[config.mk]
export PLATFORM = sky130hd
export DESIGN_NAME = x86_call_jump_branch_decoder_flat
export DESIGN_NICKNAME = d
export VERILOG_FILES = /design/src/hw/rtl/xbd_pkg.sv /design/src/hw/rtl/xbd_ifs.sv /design/src/hw/rtl/x86_call_jump_branch_decoder.sv /design/src/hw/rtl/xbd_window.sv /design/src/hw/rtl/xbd_fix.sv /design/src/hw/rtl/xbd_out_queue.sv /design/src/flat_wrapper.sv
export SDC_FILE = /design/constraint.sdc
export NUM_CORES = 1
export LEC_CHECK = 0
export BUFFER_PORTS_ARGS = -buffer_cell sky130_fd_sc_hd__buf_2
export CORE_ASPECT_RATIO = 0.75
export CORE_MARGIN = 3
export CORE_UTILIZATION = 44
export CTS_CLUSTER_DIAMETER = 30
export CTS_CLUSTER_SIZE = 28
export DETAILED_ROUTE_END_ITERATION = 7
export GPL_ROUTABILITY_DRIVEN = 0
export PLACE_DENSITY = 0.63
export SYNTH_ARGS = -nofsm -noshare
export SYNTH_HDL_FRONTEND = slang
export SYNTH_SLANG_ARGS = --single-unit
[constraint.sdc]
create_clock -name clk -period 7.6 [get_ports clk]
set_input_delay 0.38 -clock clk [delete_from_list [all_inputs] [get_ports clk]]
set_output_delay 0.38 -clock clk [all_outputs]
set_load 0.02 [all_outputs]
[src/hw/rtl/xbd_pkg.sv]
`default_nettype none

package xbd_pkg;

  localparam int WIN_LEN = 5;

  localparam logic [7:0]  OPC_MASK = 8'hFE;
  localparam logic [7:0]  OPC_CALL = 8'hE8;
  localparam logic [31:0] IP_ADV   = 32'd5;
  localparam logic [31:0] POS_ONE  = 32'd1;

  localparam logic [2:0] FILL_FULL = 3'd4;
  localparam logic [2:0] CNT_NONE  = 3'd0;
  localparam logic [2:0] CNT_ONE   = 3'd1;
  localparam logic [2:0] CNT_GROUP = 3'd5;
  localparam logic [1:0] SKIP_SAT  = 2'd3;

  typedef logic [7:0] byte_t;

  // work of one accepted byte, before the address fix
  typedef struct packed {
    logic [2:0]                cnt;
    logic                      conv;
    logic                      last;
    logic [2:0]                m;
    logic [31:0]               diff;
    logic [31:0]               cur;
    logic [WIN_LEN-1:0][7:0]   win;
  } group_t;

  // finished bytes of one accepted byte
  typedef struct packed {
    logic [2:0]                cnt;
    logic                      last;
    logic [WIN_LEN-1:0][7:0]   bytes;
  } rgroup_t;

  function automatic logic is_ms_byte(input byte_t v);
    return (v == 8'h00) || (v == 8'hFF);
  endfunction

endpackage

`default_nettype wire

[src/hw/rtl/xbd_ifs.sv]
`default_nettype none

interface xbd_in_if;
  logic       valid;
  logic       ready;
  logic [7:0] in_byte;
  logic       stream_end;
  modport source (output valid, in_byte, stream_end, input ready);
  modport sink   (input valid, in_byte, stream_end, output ready);
endinterface

interface xbd_out_if;
  logic       valid;
  logic       ready;
  logic [7:0] out_byte;
  logic       run_last;
  logic       stream_last;
  modport source (output valid, out_byte, run_last, stream_last, input ready);
  modport sink   (input valid, out_byte, run_last, stream_last, output ready);
endinterface

interface xbd_cfg_if;
  logic        valid;
  logic        ready;
  logic [31:0] start_ip;
  modport source (output valid, start_ip, input ready);
  modport sink   (input valid, start_ip, output ready);
endinterface

`default_nettype wire

[src/hw/rtl/x86_call_jump_branch_decoder.sv]
// output path: the input transfer that completes a group registers it in the window stage;
//   the group then enters the output queue, from which its first byte is offered
// throughput: one input byte per cycle while the queue has room, one output byte per cycle
//   while ready is high; a converted five-byte group drains via a QUEUE_DEPTH-group queue
// reset (rst, synchronous): window empty, mask, skip count and position cleared, start_ip 0
`default_nettype none

module x86_call_jump_branch_decoder import xbd_pkg::*; #(
  parameter int QUEUE_DEPTH = 4
) (
  input  logic      clk,
  input  logic      rst,
  xbd_in_if.sink    stream,
  xbd_cfg_if.sink   cfg,
  xbd_out_if.source result
);

  // stage one: window, candidate tests and the raw ip subtraction
  group_t  grp;
  logic    grp_valid;
  // stage two: masked-candidate fix, straight into the group queue
  rgroup_t rgrp;
  // queue has space for the group in flight plus a new one
  logic    room;

  xbd_window u_window (
    .clk       (clk),
    .rst       (rst),
    .stream    (stream),
    .cfg       (cfg),
    .room      (room),
    .grp       (grp),
    .grp_valid (grp_valid)
  );

  // for a converted group, turns the target back to relative and sign-fills the top byte
  xbd_fix u_fix (
    .grp  (grp),
    .rgrp (rgrp)
  );

  // holds finished groups and hands them out one byte per transfer
  xbd_out_queue #(
    .DEPTH (QUEUE_DEPTH)
  ) u_queue (
    .clk    (clk),
    .rst    (rst),
    .rgrp   (rgrp),
    .push   (grp_valid),
    .room   (room),
    .result (result)
  );

endmodule

`default_nettype wire

[src/hw/rtl/xbd_window.sv]
`default_nettype none

module xbd_window import xbd_pkg::*; (
  input  logic       clk,
  input  logic       rst,
  xbd_in_if.sink     stream,
  xbd_cfg_if.sink    cfg,
  input  logic       room,
  output group_t     grp,
  output logic       grp_valid
);

  logic [WIN_LEN-1:0][7:0] win;
  logic [WIN_LEN-1:0][7:0] win_in;
  logic [WIN_LEN-1:0][7:0] win_shift;
  logic [2:0]  fill;
  logic [2:0]  mask;
  logic [1:0]  skip;
  logic [31:0] pos;
  logic [31:0] cur;
  logic [31:0] sip;

  logic        accept;
  logic        full;
  logic        head_opc;
  logic [2:0]  m;
  logic [1:0]  pick_idx;
  logic        rej_prior;
  logic        conv;
  logic [31:0] diff;
  logic [2:0]  cnt;

  assign stream.ready = room;
  assign cfg.ready    = 1'b1;
  assign accept       = stream.valid & stream.ready;

  always_comb begin
    win_in       = win;
    win_in[fill] = stream.in_byte;
    for (int i = 0; i < WIN_LEN - 1; i++) begin
      win_shift[i] = win_in[i + 1];
    end
    win_shift[WIN_LEN-1] = win_in[WIN_LEN-1];

    full     = (fill == FILL_FULL);
    head_opc = ((win_in[0] & OPC_MASK) == OPC_CALL);

    if (skip == SKIP_SAT) begin
      m = 3'd0;
    end else begin
      m = mask >> skip;
    end
    pick_idx  = m[2:1] + 2'd1;
    rej_prior = (skip != SKIP_SAT) && (m != 3'd0) &&
                ((m > 3'd4) || (m == 3'd3) || is_ms_byte(win_in[{1'b0, pick_idx}]));
    conv      = full && head_opc && !rej_prior && is_ms_byte(win_in[4]);
    diff      = {win_in[4], win_in[3], win_in[2], win_in[1]} - cur;

    if (stream.stream_end) begin
      cnt = (conv || full) ? CNT_GROUP : fill + 3'd1;
    end else if (full) begin
      cnt = conv ? CNT_GROUP : CNT_ONE;
    end else begin
      cnt = CNT_NONE;
    end
  end

  always_ff @(posedge clk) begin
    if (rst) begin
      fill      <= '0;
      mask      <= '0;
      skip      <= '0;
      pos       <= '0;
      cur       <= IP_ADV;
      sip       <= '0;
      grp_valid <= 1'b0;
    end else begin
      grp_valid <= accept && (cnt != CNT_NONE);
      if (cfg.valid) begin
        sip <= cfg.start_ip;
        cur <= cfg.start_ip + IP_ADV + pos;
      end
      if (accept) begin
        if (stream.stream_end) begin
          fill <= '0;
          mask <= '0;
          skip <= '0;
          pos  <= '0;
          cur  <= sip + IP_ADV;
        end else if (!full) begin
          fill <= fill + 3'd1;
        end else if (conv) begin
          fill <= '0;
          mask <= '0;
          skip <= '0;
          pos  <= pos + IP_ADV;
          cur  <= cur + IP_ADV;
        end else begin
          fill <= FILL_FULL;
          pos  <= pos + POS_ONE;
          cur  <= cur + POS_ONE;
          if (!head_opc) begin
            if (skip != SKIP_SAT) begin
              skip <= skip + 2'd1;
            end
          end else begin
            mask <= {1'b1, m[2:1]};
            skip <= '0;
          end
        end
      end
    end
  end

  // payload, no reset
  always_ff @(posedge clk) begin
    if (accept) begin
      win       <= full ? win_shift : win_in;
      grp.cnt   <= cnt;
      grp.conv  <= conv;
      grp.last  <= stream.stream_end;
      grp.m     <= m;
      grp.diff  <= diff;
      grp.cur   <= cur;
      grp.win   <= win_in;
    end
  end

  a_end_clears: assert property (@(posedge clk) disable iff (rst)
    accept && stream.stream_end |=> (fill == 3'd0) && (skip == 2'd0) && (mask == 3'd0))
    else $error("window state not cleared after stream end");

  a_conv_group: assert property (@(posedge clk) disable iff (rst)
    grp_valid && grp.conv |-> grp.cnt == CNT_GROUP)
    else $error("converted group without five bytes");

endmodule

`default_nettype wire

[src/hw/rtl/xbd_fix.sv]
`default_nettype none

module xbd_fix import xbd_pkg::*; (
  input  group_t  grp,
  output rgroup_t rgrp
);

  byte_t       sel;
  logic [31:0] fix_mask;
  logic [31:0] v;

  always_comb begin
    if (grp.m[2]) begin
      sel      = grp.diff[23:16];
      fix_mask = 32'h00FF_FFFF;
    end else if (grp.m[1]) begin
      sel      = grp.diff[15:8];
      fix_mask = 32'h0000_FFFF;
    end else begin
      sel      = grp.diff[7:0];
      fix_mask = 32'h0000_00FF;
    end

    // masked candidate: flip the low bytes and take the ip off once more
    if ((grp.m != 3'd0) && is_ms_byte(sel)) begin
      v = (grp.diff ^ fix_mask) - grp.cur;
    end else begin
      v = grp.diff;
    end

    rgrp.cnt  = grp.cnt;
    rgrp.last = grp.last;
    if (grp.conv) begin
      rgrp.bytes = {{8{v[24]}}, v[23:16], v[15:8], v[7:0], grp.win[0]};
    end else begin
      rgrp.bytes = grp.win;
    end
  end

endmodule

`default_nettype wire

[src/hw/rtl/xbd_out_queue.sv]
`default_nettype none

module xbd_out_queue import xbd_pkg::*; #(
  parameter int DEPTH = 4
) (
  input  logic     clk,
  input  logic     rst,
  input  rgroup_t  rgrp,
  input  logic     push,
  output logic     room,
  xbd_out_if.source result
);

  localparam int PW = (DEPTH > 1) ? $clog2(DEPTH) : 1;
  localparam int CW = $clog2(DEPTH + 1);

  rgroup_t       q [DEPTH];
  logic [PW-1:0] wr;
  logic [PW-1:0] rd;
  logic [CW-1:0] count;
  logic [2:0]    idx;
  logic          group_done;
  logic          pop;

  assign room = ({1'b0, count} + (CW + 1)'(push)) < (CW + 1)'(DEPTH);

  assign result.valid       = (count != '0);
  assign result.out_byte    = q[rd].bytes[idx];
  assign result.run_last    = (idx == q[rd].cnt - 3'd1);
  assign result.stream_last = result.run_last && q[rd].last;

  assign group_done = result.valid && result.ready && result.run_last;
  assign pop        = group_done;

  always_ff @(posedge clk) begin
    if (push) begin
      q[wr] <= rgrp;
    end
  end

  always_ff @(posedge clk) begin
    if (rst) begin
      wr    <= '0;
      rd    <= '0;
      count <= '0;
      idx   <= '0;
    end else begin
      if (push) begin
        wr <= (wr == PW'(DEPTH - 1)) ? '0 : wr + 1'b1;
      end
      if (pop) begin
        rd <= (rd == PW'(DEPTH - 1)) ? '0 : rd + 1'b1;
      end
      if (push && !pop) begin
        count <= count + 1'b1;
      end else if (pop && !push) begin
        count <= count - 1'b1;
      end
      if (result.valid && result.ready) begin
        idx <= group_done ? 3'd0 : idx + 3'd1;
      end
    end
  end

  a_no_overflow: assert property (@(posedge clk) disable iff (rst)
    push |-> (count < CW'(DEPTH)) || pop)
    else $error("group queue overflow");

  a_idx_in_group: assert property (@(posedge clk) disable iff (rst)
    result.valid |-> idx < q[rd].cnt)
    else $error("byte index beyond group");

endmodule

`default_nettype wire

[src/flat_wrapper.sv]
// flat-port wrapper written by rule: the top's interface ports become plain ports
module x86_call_jump_branch_decoder_flat import xbd_pkg::*;
#(
  parameter int QUEUE_DEPTH = 4
)
  (clk, rst, stream_valid, stream_in_byte, stream_stream_end, stream_ready, cfg_valid, cfg_start_ip, cfg_ready, result_valid, result_out_byte, result_run_last, result_stream_last, result_ready);
  xbd_in_if stream_i ();
  xbd_cfg_if cfg_i ();
  xbd_out_if result_i ();
  input  logic clk;
  input  logic rst;
  input wire logic [$bits(stream_i.valid)-1:0] stream_valid;
  input wire logic [$bits(stream_i.in_byte)-1:0] stream_in_byte;
  input wire logic [$bits(stream_i.stream_end)-1:0] stream_stream_end;
  output wire logic [$bits(stream_i.ready)-1:0] stream_ready;
  input wire logic [$bits(cfg_i.valid)-1:0] cfg_valid;
  input wire logic [$bits(cfg_i.start_ip)-1:0] cfg_start_ip;
  output wire logic [$bits(cfg_i.ready)-1:0] cfg_ready;
  output wire logic [$bits(result_i.valid)-1:0] result_valid;
  output wire logic [$bits(result_i.out_byte)-1:0] result_out_byte;
  output wire logic [$bits(result_i.run_last)-1:0] result_run_last;
  output wire logic [$bits(result_i.stream_last)-1:0] result_stream_last;
  input wire logic [$bits(result_i.ready)-1:0] result_ready;
  assign stream_i.valid = stream_valid;
  assign stream_i.in_byte = stream_in_byte;
  assign stream_i.stream_end = stream_stream_end;
  assign stream_ready = stream_i.ready;
  assign cfg_i.valid = cfg_valid;
  assign cfg_i.start_ip = cfg_start_ip;
  assign cfg_ready = cfg_i.ready;
  assign result_valid = result_i.valid;
  assign result_out_byte = result_i.out_byte;
  assign result_run_last = result_i.run_last;
  assign result_stream_last = result_i.stream_last;
  assign result_i.ready = result_ready;
  x86_call_jump_branch_decoder #(.QUEUE_DEPTH(QUEUE_DEPTH)) u_core (.clk(clk), .rst(rst), .stream(stream_i), .cfg(cfg_i), .result(result_i));
endmodule
* Word level (Yosys, flattened, before mapping)
Memories as Yosys holds them, arrays and structs flattened. A register that Yosys moved wholly into a read port is not among the register bits.
Index checks and enable logic that the tools add are counted.
** Storage, ports and cells
- Register bits :: 253
- RAM bits :: 176
- Output and inout bits :: 13
- Memories :: 1
** Cells by class
- Add/sub/neg operators :: 19
- $lt $le $gt $ge :: 6
- Eq/ne operators :: 11
- Shift operators :: 1
- Mux-type cells :: 48
- Bitwise logic cells :: 2
- Reductions and logical operators :: 36
** Memory list
- u_core.u_queue.q :: words 4, width 44, rd ports 1, clocked after Yosys merged registers in 1, wr ports 1, line xbd_out_queue.sv:17 : rgroup_t q [DEPTH];
** Operators by type and width (count)
- $mux W32 :: 9
- $add A32 B3 Y32 const B :: 4
- $add A32 B1 Y32 const B :: 2
- $sub A25 B25 Y25 :: 2
- $mux W3 :: 15
- $bwmux W40 :: 1
- $mux W40 :: 1
- $mux W8 :: 5
- $add A32 B32 Y32 :: 1
- $mux W25 :: 1
- $xor A25 B24 Y25 :: 1
- $bmux W8 S3 :: 1
- $demux W8 S3 :: 1
- $eq A8 B8 Y1 const B :: 3
- $logic_not A8 Y1 :: 3
- $mux W24 :: 1
- $mux W2 :: 9
- $bmux W8 S2 :: 1
- $mux W16 :: 1
- $reduce_bool A3 Y1 :: 5
- $logic_and A1 B1 Y1 :: 13
- $add A3 B1 Y3 const B :: 3
- $add A2 B1 Y2 const B :: 4
- $lt A3 B4 Y1 const B :: 2
- other kinds (21) :: 34

* Longest topological paths before layout
Gate-level depths: netlist of run 1.
- Word-level depth :: 19
- Mapped depth :: 20
- Mapped depth without buffers :: 19

* Modules after synthesis
From an unflattened synthesis of run 1, not the netlist that was laid out.
** Unflattened totals
- Cell total of the unflattened synthesis :: 2272
- Area total of the unflattened synthesis :: 24723.7 um^2
** By module, submodules not included
- xbd_window :: times used 1, cells each 1502, area each 14726.6 um^2, sequential area each 6426.2 um^2
- xbd_out_queue :: times used 1, cells each 359, area each 7400.8 um^2, sequential area each 5525.3 um^2
- xbd_fix :: times used 1, cells each 411, area each 2596.2 um^2, sequential area each 0.0 um^2

* Worst setup path before layout of run 1
No wires, ideal clock.
- Path kind :: flip-flop to flip-flop
- From :: reg u_core.u_window.grp_valid
- To :: reg u_core.u_window.cur[24]
- Library setup time :: 120 ps
- Arrival time :: 5121 ps
- Required time :: 7480 ps
- Setup slack :: 2359 ps
- Cell stages (with the launch flop) :: 11
- Path buffers :: 0
- Cell sequence :: dfxtp_1 a31o_2 inv_1 nand2_1 clkinv_1 o21ai_0 or3_1 a31oi_1 o21ai_0 o221ai_1 a211o_1
** On the way
- Word-level cells in the longest chain between the ends :: 4
** RTL lines
- from (decl) :: line xbd_window.sv:10 : output logic grp_valid
- from (signal assigned) :: line xbd_window.sv:78 : grp_valid <= accept && (cnt != CNT_NONE);
- $add A3 B1 Y4 :: line xbd_out_queue.sv:25 : assign room = ({1'b0, count} + (CW + 1)'(push)) < (CW + 1)'(DEPTH);
- $lt A4 B3 Y1 :: line xbd_out_queue.sv:25
- named net stream_ready :: line flat_wrapper.sv:15 : output wire logic [$bits(stream_i.ready)-1:0] stream_ready;
- $and A1 B1 Y1 :: line xbd_window.sv:35 : assign accept = stream.valid & stream.ready;
- named net u_core.u_window.accept :: line xbd_window.sv:23 : logic accept;
- $mux W32 :: line xbd_window.sv:83 : if (accept) begin
- to (signal assigned) :: line xbd_window.sv:81 : cur <= cfg.start_ip + IP_ADV + pos;
- to (signal assigned) :: line xbd_window.sv:89 : cur <= sip + IP_ADV;
- to (signal assigned) :: line xbd_window.sv:97 : cur <= cur + IP_ADV;
- to (decl) :: line xbd_window.sv:20 : logic [31:0] cur;
The timed path passes the listed nets, and every way through them passes these cells.
A chain may end at the register's enable or synchronous reset.

* Worst setup path after layout of run 1
- From :: reg u_core.u_window.fill[1]
- To :: reg u_core.u_window.cur[23]
** On the way
- Word-level cells in the longest chain between the ends :: 18
- Elaborated cells on any way between the ends :: 26
** RTL lines
- from (decl) :: line xbd_window.sv:16 : logic [2:0] fill;
- from (signal assigned) :: line xbd_window.sv:91 : fill <= fill + 3'd1;
- $lt A3 B4 Y1 (not written as such) / $ge A3 B1 Y1 (equally long branches) :: line xbd_window.sv:39 : win_in[fill] = stream.in_byte;
- $logic_and A1 B1 Y1 (not written as such) :: line xbd_window.sv:39
- $mux W8 (not written as such) :: line xbd_window.sv:39
- $demux W8 S3 :: line xbd_window.sv:39
- $bwmux W40 :: line xbd_window.sv:39
- $bmux W8 S2 :: line xbd_window.sv:55 : ((m > 3'd4) || (m == 3'd3) || is_ms_byte(win_in[{1'b0, pick_idx}]));
- $mux W8 (not written as such) :: line xbd_window.sv:55
- $eq A8 B8 Y1 / $logic_not A8 Y1 (equally long branches) :: line xbd_pkg.sv:39 : return (v == 8'h00) || (v == 8'hFF);
- (+3 left out)
- $logic_not A1 Y1 :: line xbd_window.sv:56 : conv = full && head_opc && !rej_prior && is_ms_byte(win_in[4]);
- $logic_and A1 B1 Y1 :: line xbd_window.sv:56
- $logic_and A1 B1 Y1 (*) :: line xbd_window.sv:56
- named net u_core.u_window.conv :: line xbd_window.sv:29 : logic conv;
- $mux W32 (*) :: line xbd_window.sv:92 : end else if (conv) begin
- $mux W32 (*) :: line xbd_window.sv:90 : end else if (!full) begin
- $mux W32 (*) :: line xbd_window.sv:84 : if (stream.stream_end) begin
- $mux W32 (*) :: line xbd_window.sv:83
Mark *: on every way through the listed nets, which the timed path passes. The rest lies on a longest branch. The select of a mux whose other input is x is not followed.

==> reports/qor.txt, run 1 <==
Worst Path Buf+Inv = 0
DR vias = 15,528
GR Overflow Total = 0
Final #Nets = 2,153
Area leader, netlist = edfxtp_1
Seq cells post-synth = 402
HPWL Detailed = 40.2 mm
Top post-synthesis cells by count = edfxtp_1 (306), nor2_1 (172), mux2i_1 (146), inv_1 (131), a21oi_1 (116)
Peak VDD IR = 0.169 mV
Worst path max stage delay = 1.02 ns
Initial antenna violation count = 2
Post-CTS setup buffers = 0
Netlist cell types = 78
Initial Util = 0.447
Total GRT Usage = 0.219
Worst setup EP type = flop
IO Pins = 59
Slowest cell on the critical path = nor3b_2
Die Wd = 263 µm
Ys async rst share = 0
Worst Skew = 0.0267 ns
Slew @ Worst Pin = 1.22 ns
# Max-Cap Violations = 0
Setup Crit Path Kind = reg -> reg
Pwr Density = 299 nW/µm²
Most used DFF post-synth = edfxtp_1
DRT Pass-1 Iters = 5
Via density = 5.73
Final worst path period need = 5.62 ns
Ys Warns = 0
Area Growth Syn to Fin = 17.8%
Final hold violations = 0
Setup TNS = 0 ns
Crit-path max FO = 8
Clock latency on the worst-skew pair = 0.61 ns
Startpoint Class = flop
Drt total wl = 57.3 mm
CTS tree = done
Pre-CTS setup slack = 2.10 ns
Max frequency = 0.178 GHz
CP Data Arrival Time = 6.12 ns
Lkg Pwr = 9.83 nW
Class of the worst hold path = in -> reg
Yosys top cell area share = 0.420
Mapped Nets = 2,062
Clock root buffer = clkbuf_16
Final worst slack = 1.98 ns
Unrepaired setup endpoints after global routing = false
Cts repair resizes = 0
Std cell rows = 70
Final setup fails = 0
Slew Limit Fails = 0
Worst-path clk slew = 0.05 ns
Worst path cell trace = nor3b_2, mux2i_1, mux2i_1, nor2_1, a221oi_1, or4_4, o2111ai_2, a21oi_2, ha_1, a31oi_1, nor2_1, and3b_1, nand3_1, xnor2_1, a21oi_1, a211oi_1, a31oi_1, nand2_1
WL/cell = 21.2 µm
Port Buffer Count = 50
Overall Power = 0.00771 W
Cts bufs inserted = 85
DP Cell Count = 2,551
Post-Syn Area per Cell = 11.5 µm²
Die Span Y = 199 µm
WP data required = 8.10 ns
Cell family with most CP delay = compound AO/OA/AOI/OAI gates
Ratio of final minimum period to clock period = 0.739
EDFF count, synth = 306
Outcome = completed
Mapped cell area = 21,900 µm²
Final ANT Viol Nets = 0
CTS H-tree depth = 3
Count leader, synth = edfxtp_1
Non-filler cells, final = 2,709
Core Area = 49,000 µm²
Largest cells by area after synthesis = edfxtp_1 (42%), dfxtp_1 (8.8%), mux2i_1 (6.7%), ha_1 (6.4%), mux4_2 (4.5%)
Post-Syn Instances = 1,901
Die footprint = 52,400 µm²
Slew headroom = 0.185
Largest net degree at the start of global routing = 58
Clk buf depth = 3
# DRC = 0
First-pass GRT wire length = 88.5 mm
Drt first-iter violations = 1,595
Number of global-route vias before repair = 15,146
Clock net sink count = 402
Seq/Total Area, Yosys = 0.508
Layout cells sized above 1 = 0.150
[through the flow]
step / hold slack (ns) / util / instance area [µm²]
after floorplan: 0.425 / - / 21900
after global placement: 0.449 / 0.465 / 22800
after detailed placement: 0.444 / 0.465 / 22800
after CTS: 0.0105 / 0.526 / 25800
after global routing: 0.0551 / 0.526 / 25800
final: 0.0375 / 0.526 / 25800
[worst paths after layout]
path,start,to,slack (ns),depth (start not counted)
min reg2reg,u_core.u_window.mask[0],u_core.u_window.mask[0],0.46,2
max reg2reg,u_core.u_window.fill[1],u_core.u_window.cur[23],1.98,18
max,u_core.u_window.fill[1],u_core.u_window.cur[23],1.98,18
min,cfg_start_ip[3],u_core.u_window.sip[3],0.04,3
[power breakdown]
group / switching [W] / total (W) / internal [W]
Clock: 0.00122 / 0.00378 / 0.00256
Sequential: 0.000122 / 0.00271 / 0.00258
Combinational: 0.000754 / 0.00123 / 0.000473
Total: 0.00209 / 0.00771 / 0.00562
[routing by layer]
layer | wire [µm] | global-route usage | up-vias
met1 | 26600 | 0.320 | 7627
met2 | 24300 | 0.320 | 546
met3 | 4990 | 0.0563 | 103
met4 | 1460 | 0.0692 | 0
li1 | - | - | 7252
met5 | 0 | 0 | -
[cell usage in the layout (no fill, tap or decap), types with 26 or more instances in the layout]
cell and instances:
edfxtp_1 306, nor2_1 172, mux2i_1 146, inv_1 131, a21oi_1 116, ha_1 111
nand2_1 95, dfxtp_1 94, xnor2_1 91, clkbuf_16 87, o21ai_0 64, nand3_1 59
buf_2 50, xor2_1 48, mux4_2 44, nor3_1 38, a21o_1 26
[registers in the layout (all words and copies together) (netlist names), named ones only]
| register | count |
|---|---|
| u_core.u_queue.count | 3 |
| u_core.u_queue.idx | 3 |
| u_core.u_queue.q | 176 |
| u_core.u_queue.rd | 2 |
| u_core.u_queue.wr | 2 |
| u_core.u_window.cur | 25 |
| u_core.u_window.fill | 3 |
| u_core.u_window.grp | 90 |
| u_core.u_window.grp_valid | 1 |
| u_core.u_window.mask | 3 |
| u_core.u_window.pos | 25 |
| u_core.u_window.sip | 25 |
| u_core.u_window.skip | 2 |
| u_core.u_window.win | 40 |
[layout make-up]
type | count | area [µm²]
fill | 4096 | 23200
antenna | 1 | 2.50
clock inverter | 56 | 702
timing repair buffer | 74 | 435
inverter | 133 | 502
tap | 648 | 811
clock buffer | 99 | 2250
multi-input combinational | 1296 | 9940
sequential | 402 | 11100
[worst register-to-register path: cells and delay by family (launching register included)]
| family | cells | cell delay (ns) |
|---|---|---|
| AND/OR/NAND/NOR | 7 | 1.95 |
| XOR/XNOR | 1 | 0.07 |
| multiplexers | 2 | 0.59 |
| adder cells (fa/ha/maj) | 1 | 0.41 |
| AO/OA/AOI/OAI | 7 | 2.02 |
| flip-flops | 1 | 0.48 |
[kinds of logic (layout without fill, tap and decap cells)]
kind of cell / count (synthesis) / count (layout) / share of synthesized area
flops: 402 / 402 / 0.508
buf+inv: 203 / 362 / 0.0375
xor+xnor: 139 / 139 / 0.0557
fa+ha+maj: 115 / 115 / 0.0672
mux: 207 / 207 / 0.123
simple gates: 478 / 478 / 0.105
other cells: 1 / 2 / 0.000172
compound gates: 356 / 356 / 0.103
[repair_timing]
item | in CTS | in global routing
hold buffers | 2 | 0
endpoints found under the hold margin | 2 | 0
endpoints found under the setup margin | 0 | 0
(Power assumes the default switching activity.)
==> run 2, diff against run 1 <==
==> constraint.sdc (replaced) <==
create_clock -name clk -period 5.25 [get_ports clk]
set_input_delay 0.2625 -clock clk [delete_from_list [all_inputs] [get_ports clk]]
set_output_delay 0.2625 -clock clk [all_outputs]
set_load 0.02 [all_outputs]
==> run 2 against run 1 <==
Against the previous run: die area did not move; worst setup slack worse by 1.6 ns; sequential share of layout area is 0.37 points lower; wire length is 0.68% lower; sequential power up 45%; first-iteration DRC count shrank 12%; clock-buffer cell count did not move; combinational power is 46% higher; worst hold slack gained 0.086 ns; global-route usage shrank 0.14 points.
==> reports/qor.txt, run 2 (synthesis gave the netlist of run 1 again) <==
Clk buf depth = 3
Final ANT Viol Nets = 0
Worst Skew = 0.0326 ns
HPWL Detailed = 41.0 mm
Area Growth Syn to Fin = 18.8%
Clock root buffer = clkbuf_16
Slew Limit Fails = 0
GR Overflow Total = 0
# Max-Cap Violations = 0
DR vias = 15,641
Final hold violations = 0
Class of the worst hold path = in -> reg
DRT Pass-1 Iters = 6
Core Area = 49,000 µm²
Die Span Y = 199 µm
Via density = 5.70
Die footprint = 52,400 µm²
Slew headroom = 0.302
Initial Util = 0.447
Drt total wl = 56.9 mm
Cts bufs inserted = 83
Port Buffer Count = 50
Slew @ Worst Pin = 1.04 ns
CP Data Arrival Time = 5.37 ns
Final setup fails = 0
Largest net degree at the start of global routing = 79
Clock net sink count = 402
Setup Crit Path Kind = reg -> reg
# DRC = 0
Number of global-route vias before repair = 15,237
Std cell rows = 70
Unrepaired setup endpoints after global routing = false
Biggest regs = u_core.u_queue.q: 176 flops, u_core.u_window.grp: 90 flops, u_core.u_window.win: 40 flops
Clock latency on the worst-skew pair = 0.62 ns
Max reg flops = 176
Startpoint Class = flop
Max frequency = 0.207 GHz
Cts repair resizes = 0
Die Wd = 263 µm
Setup TNS = 0 ns
Overall Power = 0.0109 W
Final #Nets = 2,188
R2R setup slack = 0.41 ns
Final worst path period need = 4.84 ns
Post-CTS setup buffers = 0
Pwr Density = 420 nW/µm²
Drt first-iter violations = 1,406
Most common cell after layout, fill and taps aside = edfxtp_1
Lkg Pwr = 9.91 nW
CTS tree = done
Outcome = completed
IO Pins = 59
WL/cell = 20.7 µm
Layout cells sized above 1 = 0.150
Crit-path max FO = 12
CTS H-tree depth = 3
Ratio of final minimum period to clock period = 0.922
Total GRT Usage = 0.218
Worst-path clk slew = 0.05 ns
First-pass GRT wire length = 88.8 mm
Ant. Diodes = 0
WP data required = 5.78 ns
Biggest register = u_core.u_queue.q
Initial antenna violation count = 1
Commonest cells after routing, fill and taps aside = edfxtp_1 (306), nor2_1 (172), mux2i_1 (146)
Worst setup EP type = flop
Peak VDD IR = 0.212 mV
## run 2: changes by cell type in the layout (fill, tap and decap cells not counted), moves of 3 or more
cell           delta
dlygate4sd3_1    +23
buf_4            +14
clkinv_2         -14
clkinv_1          +9
bufinv_16         -6
inv_8             +4
clkbuf_16         -3
clkinv_4          +3
## run 2: power by group
part / internal [W] / total (W) / switching, W / leakage (nW)
clock network: 0.00339 / 0.00519 / 0.00180 / 1.34
logic: 0.000705 / 0.00180 / 0.00109 / 4.93
registers: 0.00374 / 0.00392 / 0.000179 / 3.65
total: 0.00783 / 0.0109 / 0.00308 / 9.91
## run 2: worst paths after layout
path                                               from                       to  cells past startpoint
worst max-delay path            u_core.u_window.fill[2]  u_core.u_window.cur[24]                     19
worst min-delay path                       result_ready    u_core.u_queue.idx[0]                      4
worst max register to register  u_core.u_window.fill[2]  u_core.u_window.cur[24]                     19
worst min register to register  u_core.u_window.mask[0]  u_core.u_window.mask[0]                      2
## run 2: what timing repair did
item / in CTS / in global routing
hold buffers: 25 / 0
setup endpoints to repair: 0 / 0
endpoints found under the hold margin: 25 / 0
## run 2: layout make-up
cell class,count,area [µm²]
clock buffer,99,2210
clock inverter,57,633
fill,4103,23000
inverter,133,502
multi-input combinational,1296,9940
sequential,402,11100
tap,648,811
timing repair buffer,111,771
## run 2: worst max-delay path: stages, from the launching register on
cell and delay [ns]:
dfxtp_1 0.59, nand3b_1 0.17, buf_4 0.25, mux2i_1 0.52
mux2i_1 0.16, o221ai_1 0.30, nand2_1 0.12, or4_4 0.43
o2111ai_2 0.10, a21oi_2 0.16, ha_1 0.36, a21o_1 0.15
nand2b_1 0.14, nor2_1 0.18, and3_1 0.29, nand2_1 0.10
nor4b_1 0.35, a21oi_1 0.07, o221ai_1 0.20, a211o_1 0.13
## run 2: stage by stage
step	setup slack, ns	utilization	hold slack [ns]	instances	instance area [µm²]
floorplan	0.00912	-	0.361	1901	21900
global placement	0.647	0.468	0.441	2565	22900
detailed placement	0.538	0.468	0.440	2565	22900
CTS	0.508	0.531	0.0871	2746	26000
global route	0.136	0.531	0.116	2746	26000
finish	0.411	0.531	0.124	2746	26000
## run 2: layer usage
layer | wire (µm) | track usage | up-vias
li1 | - | - | 7339
met1 | 26800 | 0.326 | 7622
met2 | 24200 | 0.319 | 582
met3 | 4750 | 0.0470 | 98
met4 | 1200 | 0.0610 | 0
met5 | 0 | 0 | -
